<file path="src/rtl/ecfr_pkg.sv">
`default_nettype none

package ecfr_pkg;

    localparam int NUM_FRAMES = 64;
    localparam int FRAME_W    = $clog2(NUM_FRAMES);
    localparam int COUNT_W    = 7;

    localparam logic [1:0] KIND_ACCESS  = 2'd0;
    localparam logic [1:0] KIND_FAULT   = 2'd1;
    localparam logic [1:0] KIND_RELEASE = 2'd2;

    localparam logic [2:0] OP_NONE    = 3'd0;
    localparam logic [2:0] OP_ACCESS  = 3'd1;
    localparam logic [2:0] OP_RELEASE = 3'd2;
    localparam logic [2:0] OP_CLR_REF = 3'd3;
    localparam logic [2:0] OP_TAKE    = 3'd4;

    typedef struct packed {
        logic [1:0]         kind;
        logic [FRAME_W-1:0] frame_index;
        logic               is_write;
    } t_req;

    typedef struct packed {
        logic [FRAME_W-1:0] victim_frame;
        logic               needs_writeback;
        logic               was_free;
        logic               found;
    } t_result;

    typedef struct packed {
        logic [2:0]         op;
        logic [FRAME_W-1:0] idx;
        logic               wr;
    } t_tbl_cmd;

    typedef struct packed {
        logic occ;
        logic ref_b;
        logic dirty;
    } t_tbl_rd;

endpackage

`default_nettype wire

</file>
<file path="src/rtl/ecfr_frame_table.sv">
`default_nettype none

module ecfr_frame_table (
    input  wire logic                          i_clk,
    input  wire logic                          i_rst_n,
    input  wire ecfr_pkg::t_tbl_cmd            i_cmd,
    input  wire logic [ecfr_pkg::FRAME_W-1:0]  i_rd_idx,
    output ecfr_pkg::t_tbl_rd                  o_rd
);

    logic [ecfr_pkg::NUM_FRAMES-1:0] r_occ;
    logic [ecfr_pkg::NUM_FRAMES-1:0] r_ref;
    logic [ecfr_pkg::NUM_FRAMES-1:0] r_dirty;

    always_ff @(posedge i_clk) begin
        if (!i_rst_n) begin
            r_occ   <= '0;
            r_ref   <= '0;
            r_dirty <= '0;
        end else begin
            unique case (i_cmd.op)
                ecfr_pkg::OP_ACCESS: begin
                    r_ref[i_cmd.idx] <= 1'b1;
                    if (i_cmd.wr) begin
                        r_dirty[i_cmd.idx] <= 1'b1;
                    end
                end
                ecfr_pkg::OP_RELEASE: begin
                    r_occ[i_cmd.idx] <= 1'b0;
                end
                ecfr_pkg::OP_CLR_REF: begin
                    r_ref[i_cmd.idx] <= 1'b0;
                end
                ecfr_pkg::OP_TAKE: begin
                    r_occ[i_cmd.idx]   <= 1'b1;
                    r_ref[i_cmd.idx]   <= 1'b1;
                    r_dirty[i_cmd.idx] <= i_cmd.wr;
                end
                default: begin
                end
            endcase
        end
    end

    assign o_rd.occ   = r_occ[i_rd_idx];
    assign o_rd.ref_b = r_ref[i_rd_idx];
    assign o_rd.dirty = r_dirty[i_rd_idx];

endmodule

`default_nettype wire

</file>
<file path="src/rtl/enhanced_clock_frame_replacement.sv">
`default_nettype none
// Access, release and unused kinds: accepted when idle, result strobed the next cycle,
// one transaction per cycle while not busy. A fault holds busy through a free scan and,
// if no frame is free, a clock sweep of up to four laps over the active frames, one frame
// examined per cycle through the shared frame-table read port; result strobed the cycle after the pick.
// The receiver cannot stall; results are never held.
// Synchronous active-low reset: all frames free, ref/dirty clear, hand 0, frame_count 64.

module enhanced_clock_frame_replacement (
    input  wire logic                          i_clk,
    input  wire logic                          i_rst_n,
    input  wire logic                          start,
    output logic                               busy,
    input  wire ecfr_pkg::t_req                i_req,
    input  wire logic                          i_cfg_we,
    input  wire logic [ecfr_pkg::COUNT_W-1:0]  i_cfg_data,
    output logic                               o_result_valid,
    output ecfr_pkg::t_result                  o_result
);

    localparam int FW = ecfr_pkg::FRAME_W;
    localparam int CW = ecfr_pkg::COUNT_W;

    localparam logic [1:0] ST_IDLE  = 2'd0;
    localparam logic [1:0] ST_FREE  = 2'd1;
    localparam logic [1:0] ST_CLOCK = 2'd2;

    logic [1:0]        r_state, n_state;
    logic [FW-1:0]     r_pos, n_pos;
    logic [FW-1:0]     r_hand, n_hand;
    logic [FW-1:0]     r_start, n_start;
    logic [1:0]        r_pass, n_pass;
    logic              r_wr, n_wr;
    logic [CW-1:0]     r_frame_count;
    logic              r_done, n_done;
    ecfr_pkg::t_result r_out, n_out;

    ecfr_pkg::t_tbl_cmd tbl_cmd;
    ecfr_pkg::t_tbl_rd  tbl_rd;
    logic [FW-1:0]      rd_idx;

    logic [CW-1:0] act_n;
    logic [FW-1:0] hand_next;
    logic [FW-1:0] hand_wrap;
    logic          cls_match;

    ecfr_frame_table u_table (
        .i_clk    (i_clk),
        .i_rst_n  (i_rst_n),
        .i_cmd    (tbl_cmd),
        .i_rd_idx (rd_idx),
        .o_rd     (tbl_rd)
    );

    // active frame count: 0 reads as 1, capped at the table depth
    always_comb begin
        if (r_frame_count == '0) begin
            act_n = CW'(1);
        end else if (r_frame_count > CW'(ecfr_pkg::NUM_FRAMES)) begin
            act_n = CW'(ecfr_pkg::NUM_FRAMES);
        end else begin
            act_n = r_frame_count;
        end
    end

    assign rd_idx    = (r_state == ST_CLOCK) ? r_hand : r_pos;
    assign hand_next = ({1'b0, r_hand} + CW'(1) == act_n) ? '0 : r_hand + FW'(1);
    assign hand_wrap = ({1'b0, r_hand} >= act_n) ? '0 : r_hand;
    assign cls_match = (tbl_rd.dirty == r_pass[0]);

    always_comb begin
        n_state = r_state;
        n_pos   = r_pos;
        n_hand  = r_hand;
        n_start = r_start;
        n_pass  = r_pass;
        n_wr    = r_wr;
        n_done  = 1'b0;
        n_out   = '0;
        tbl_cmd = '{op: ecfr_pkg::OP_NONE, idx: '0, wr: 1'b0};

        unique case (r_state)
            ST_IDLE: begin
                if (start) begin
                    n_done = 1'b1;
                    case (i_req.kind)
                        ecfr_pkg::KIND_ACCESS: begin
                            if ({1'b0, i_req.frame_index} < act_n) begin
                                tbl_cmd = '{op: ecfr_pkg::OP_ACCESS,
                                            idx: i_req.frame_index,
                                            wr: i_req.is_write};
                                n_out.found = 1'b1;
                            end
                        end
                        ecfr_pkg::KIND_RELEASE: begin
                            if ({1'b0, i_req.frame_index} < act_n) begin
                                tbl_cmd = '{op: ecfr_pkg::OP_RELEASE,
                                            idx: i_req.frame_index,
                                            wr: 1'b0};
                                n_out.found = 1'b1;
                            end
                        end
                        ecfr_pkg::KIND_FAULT: begin
                            n_done  = 1'b0;
                            n_state = ST_FREE;
                            n_pos   = '0;
                            n_wr    = i_req.is_write;
                        end
                        default: begin
                        end
                    endcase
                end
            end
            ST_FREE: begin
                if (!tbl_rd.occ) begin
                    tbl_cmd = '{op: ecfr_pkg::OP_TAKE, idx: r_pos, wr: r_wr};
                    n_out.victim_frame = r_pos;
                    n_out.was_free     = 1'b1;
                    n_out.found        = 1'b1;
                    n_done  = 1'b1;
                    n_state = ST_IDLE;
                end else if ({1'b0, r_pos} + CW'(1) == act_n) begin
                    n_state = ST_CLOCK;
                    n_pass  = '0;
                    n_hand  = hand_wrap;
                    n_start = hand_wrap;
                end else begin
                    n_pos = r_pos + FW'(1);
                end
            end
            ST_CLOCK: begin
                if (cls_match && !tbl_rd.ref_b) begin
                    tbl_cmd = '{op: ecfr_pkg::OP_TAKE, idx: r_hand, wr: r_wr};
                    n_out.victim_frame    = r_hand;
                    n_out.needs_writeback = tbl_rd.dirty;
                    n_out.found           = 1'b1;
                    n_done  = 1'b1;
                    n_hand  = hand_next;
                    n_state = ST_IDLE;
                end else begin
                    if (cls_match) begin
                        tbl_cmd = '{op: ecfr_pkg::OP_CLR_REF, idx: r_hand, wr: 1'b0};
                    end
                    n_hand = hand_next;
                    // full lap done: next class, or give up after the fourth lap
                    if (hand_next == r_start) begin
                        if (r_pass == 2'd3) begin
                            n_done  = 1'b1;
                            n_state = ST_IDLE;
                        end else begin
                            n_pass = r_pass + 2'd1;
                        end
                    end
                end
            end
            default: begin
                n_state = ST_IDLE;
            end
        endcase
    end

    always_ff @(posedge i_clk) begin
        if (!i_rst_n) begin
            r_state       <= ST_IDLE;
            r_hand        <= '0;
            r_frame_count <= CW'(ecfr_pkg::NUM_FRAMES);
            r_done        <= 1'b0;
        end else begin
            r_state <= n_state;
            r_hand  <= n_hand;
            r_done  <= n_done;
            if (i_cfg_we) begin
                r_frame_count <= i_cfg_data;
            end
        end
    end

    always_ff @(posedge i_clk) begin
        r_pos   <= n_pos;
        r_start <= n_start;
        r_pass  <= n_pass;
        r_wr    <= n_wr;
        r_out   <= n_out;
    end

    assign busy           = (r_state != ST_IDLE);
    assign o_result_valid = r_done;
    assign o_result       = r_out;

    a_free_no_wb: assert property (@(posedge i_clk) disable iff (!i_rst_n)
        (o_result_valid && o_result.was_free) |-> !o_result.needs_writeback)
        else $error("free take reported writeback");

    a_clock_pick_src: assert property (@(posedge i_clk) disable iff (!i_rst_n)
        (o_result_valid && o_result.found && !o_result.was_free
         && o_result.victim_frame == $past(r_hand))
        |-> ($past(r_state) == ST_CLOCK || $past(r_state) == ST_IDLE))
        else $error("clock victim from unexpected state");

    a_scan_entry: assert property (@(posedge i_clk) disable iff (!i_rst_n)
        (r_state == ST_IDLE && start && i_req.kind == ecfr_pkg::KIND_FAULT)
        |=> (r_state == ST_FREE && r_pos == '0 && !o_result_valid))
        else $error("fault did not start free scan");

    a_hand_in_range: assert property (@(posedge i_clk) disable iff (!i_rst_n)
        (r_state == ST_CLOCK) |-> ({1'b0, r_hand} < act_n))
        else $error("clock hand beyond active frames");

endmodule

`default_nettype wire
</file>
<file path="config.mk">
export PLATFORM = sky130hd
export DESIGN_NAME = enhanced_clock_frame_replacement
export DESIGN_NICKNAME = d
export VERILOG_FILES = /design/src/rtl/ecfr_pkg.sv /design/src/rtl/ecfr_frame_table.sv /design/src/rtl/enhanced_clock_frame_replacement.sv
export SDC_FILE = /design/constraint.sdc
export NUM_CORES = 1
export LEC_CHECK = 0
export ABC_AREA = 1
export BUFFER_PORTS_ARGS = -buffer_cell sky130_fd_sc_hd__buf_4
export CORE_MARGIN = 10
export CORE_UTILIZATION = 35
export DETAILED_ROUTE_END_ITERATION = 16
export PLACE_DENSITY = 0.57
export RECOVER_POWER = 100
export SYNTH_ARGS = -nofsm -noshare
export SYNTH_HDL_FRONTEND = slang
export SYNTH_HIERARCHICAL = 1
export SYNTH_SLANG_ARGS = --single-unit
</file>
<file path="constraint.sdc">
create_clock -name i_clk -period 6.1 [get_ports i_clk]
set_input_delay 0.305 -clock i_clk [delete_from_list [all_inputs] [get_ports i_clk]]
set_output_delay 0.305 -clock i_clk [all_outputs]
set_load 0.1 [all_outputs]
</file>
==> flow_metrics.env <==
export IMPL_yosysMostFrequentCell="nand2_1"
export IMPL_pwr_share_clk_pct=26.1
export IMPL_power_w=0.00643
export IMPL_ir_worst_vdd_uv=497
export IMPL_die_area_sq_mm=0.0424
export IMPL_finalHoldViolCount=0
export IMPL_drtIter0Drc=1197
export IMPL_synth_main_ff_cell="dfxtp_1"
export IMPL_syn_cell_area_sq_mm=0.0121
export IMPL_port_buffers=30
export IMPL_clockBufferDepth=3
export IMPL_nets=1863
export IMPL_skew_ns=0.0173
export IMPL_cts_tree="yes"
export IMPL_crit_path_end_kind="flip-flop"
export IMPL_synth_edf_count=15
export IMPL_clkTransAtPathRegs_ns=0.06
export IMPL_rsz0062_at_grt="false"
export IMPL_area_delta_synth_final_pct=13.3
export IMPL_relSlewSlack_pct=7.06
export IMPL_seq_area_frac_synth_pct=39.7
export IMPL_finalSetupTns_ns=0
export IMPL_p_leak_nw=5.30
export IMPL_overflow=0
export IMPL_cts_root_buf="clkbuf_16"
export IMPL_status="finished clean"
export IMPL_fin_crit_ns=5.55
export IMPL_clkLatencyLatePin_ns=0.55
export IMPL_drv_cap=0
export IMPL_grt_start_max_net_pins=97
export IMPL_startpoint="r_state[0]$_SDFFE_PN0P_"
export IMPL_crit_path_top_delay_cell="buf_4"
export IMPL_tightestPinTransition_ns=1.39
export IMPL_grtUsageTotal_pct=18.6
export IMPL_syn_num_nets=1874
export IMPL_synth_commonest_cells="nand2_1 (514), o21ai_0 (228), dfxtp_1 (217)"
export IMPL_post_drt_via_cell_ratio=5.37
export IMPL_p_int_w=0.00336
export IMPL_fillers=3628
export IMPL_vias=12361
export IMPL_synth_top_cell_by_area="dfxtp_1"
export IMPL_layout_setup_ws_ns=0.551
export IMPL_synth_area_per_cell_sq_um=6.59
export IMPL_p_sw_share_pct=47.8
export IMPL_crit_top_cell="nand2_1"
export IMPL_dp_slack_ns=0.747
export IMPL_dr_pass1_iters=5
export IMPL_ant_nets=0
export IMPL_path_class="reg -> reg"
export IMPL_power_density_mw_per_mm2=470
export IMPL_htreeDepth=1
export IMPL_drc=0
export IMPL_hpwl_mm=24.3
export IMPL_async_flop_share_pct=0
export IMPL_crit_arrival_ns=6.00
export IMPL_netSwitchingPower_w=0.00308
export IMPL_crit_required_ns=6.55
export IMPL_r2r_start="r_state[0]$_SDFFE_PN0P_"
export IMPL_grt_pass1_vias=11839
export IMPL_drv_slew=0
export IMPL_min_path_type="in -> reg"
export IMPL_row_count=68
export IMPL_yosysWarnings=6
export IMPL_cts_sinks=232
export IMPL_max_freq_mhz=180
export IMPL_grt_pass1_wl_mm=63.7
export IMPL_ys_ff_latch=232
export IMPL_slowest_delay_ns=0.79
export IMPL_synth_cell_types=38
export IMPL_crit_fanout=96
export IMPL_wirelength_mm=40.4
export IMPL_antenna_found_initial=0
export IMPL_pin_count=31
export IMPL_worstSetupStartpointType="flip-flop"
export IMPL_fp_dieH_um=206
export IMPL_finalCritPeriodShare_pct=91.0
export IMPL_initial_core_util_pct=35.3
export IMPL_core_area_sq_mm=0.0343
export IMPL_drive_gt1_share_pct=6.40
export IMPL_diodes=0
export IMPL_synthTopCellsByArea="dfxtp_1 (36%), nand2_1 (16%), o21ai_0 (9.4%), a21oi_1 (8.8%), nand3_1 (7.9%)"
export IMPL_whs_ns=0.0253
export IMPL_comb_power_share_pct=47.0
export IMPL_numCtsBuffers=28
export IMPL_r2r_setup_slack_ns=0.55
export IMPL_syn_instance_count=1836
export IMPL_routedWlPerCell_um=17.6
export IMPL_synth_top_area_share_pct=35.9
export IMPL_die_x_um=206
export IMPL_worstHoldStart="i_cfg_we"
export IMPL_seqPwrFrac_pct=26.9
export IMPL_setup_violations=0
export IMPL_fin_util_pct=40.0
export IMPL_globalplace_congestion=0.842
layout make-up:
cell class                 instances  area (sq um)  share of cell area (%)
clock buffer                      45           877                    6.40
clock inverter                     5          53.8                   0.393
inverter                         136           513                    3.74
multi-input combinational       1362          6370                    46.5
sequential                       232          4790                    35.0
tap                              455           569                    4.16
timing repair buffer              65           520                    3.80
kinds of logic (layout without fill, tap and decap cells):
group,count (synthesis),count (layout),share of synthesized area [%]
and+or+nand+nor,874,874,30.5
AOI/OAI and AO/OA,459,459,19.2
buffers and inverters,242,251,8.00
DFF,232,232,39.7
adders and majority gates,18,18,1.86
xor gates and xnor gates,11,11,0.797
repair_timing:
action / CTS / global route
hold buffers: 7 / 0
resized for setup: 0 / 0
buffers inserted: 0 / 0
endpoints found under the hold margin: 7 / 0
path summary, 6_finish.rpt:
check / to / depth (start not counted)
hold / removal: r_frame_count[6]$_SDFFE_PN1P_ / 2
setup / recovery: flip-flop / 26
hold reg to reg: flip-flop / 2
setup reg to reg: flip-flop / 26
power groups by stage:
stage               combinational (W)  sequential, W  clock (W)
global route                  0.00326        0.00174    0.00178
CTS                           0.00305        0.00173    0.00171
detailed placement            0.00304        0.00176          0
floorplan                     0.00186        0.00184          0
finish                        0.00302        0.00173    0.00168
global placement              0.00304        0.00176          0
per-stage QoR:
| stage | cells | cell area (sq um) |
|---|---|---|
| global placement | 2243 | 12800 |
| CTS | 2300 | 13800 |
| global route | 2300 | 13700 |
| detailed placement | 2243 | 12800 |
| finish | 2300 | 13700 |
| floorplan | 1836 | 12100 |
worst max-delay path, delay by kind of cell (launching register included):
| kind | cells | cell delay [ns] |
|---|---|---|
| adder cells (fa/ha/maj) | 1 | 0.25 |
| AND/OR/NAND/NOR | 14 | 2.00 |
| AO/OA/AOI/OAI | 4 | 0.89 |
| flip-flops | 1 | 0.39 |
| buffers and inverters | 7 | 1.86 |
metal layers:
layer	track usage, %	wire, um	up-vias
li1	-	-	6037
met1	23.8	17500	5831
met2	31.3	19000	422
met3	2.63	2720	71
met4	6.57	1180	0
met5	0	0	-
cell usage in the layout, fill, tap and decap left out, types with 2 or more instances in the layout:
cell type	instances
edfxtp_1	15
xor2_1	8
clkbuf_2	2
clkbuf_16	30
a21oi_1	213
nand2_2	4
a31oi_1	8
nor3_1	3
ha_1	18
clkinv_1	30
o21ai_0	230
o21ai_4	3
nor2_1	127
a21boi_0	2
nor2_2	4
buf_4	34
nand3_2	3
dlygate4sd3_1	7
dfxtp_1	217
nand3_1	190
nand3b_1	5
clkbuf_8	7
clkinv_2	4
nor3_2	12
clkbuf_1	22
inv_1	103
nand2_1	513
xnor2_1	3
nand4_1	8
buf_12	6
Note: power is estimated with default switching activity, not from simulation.
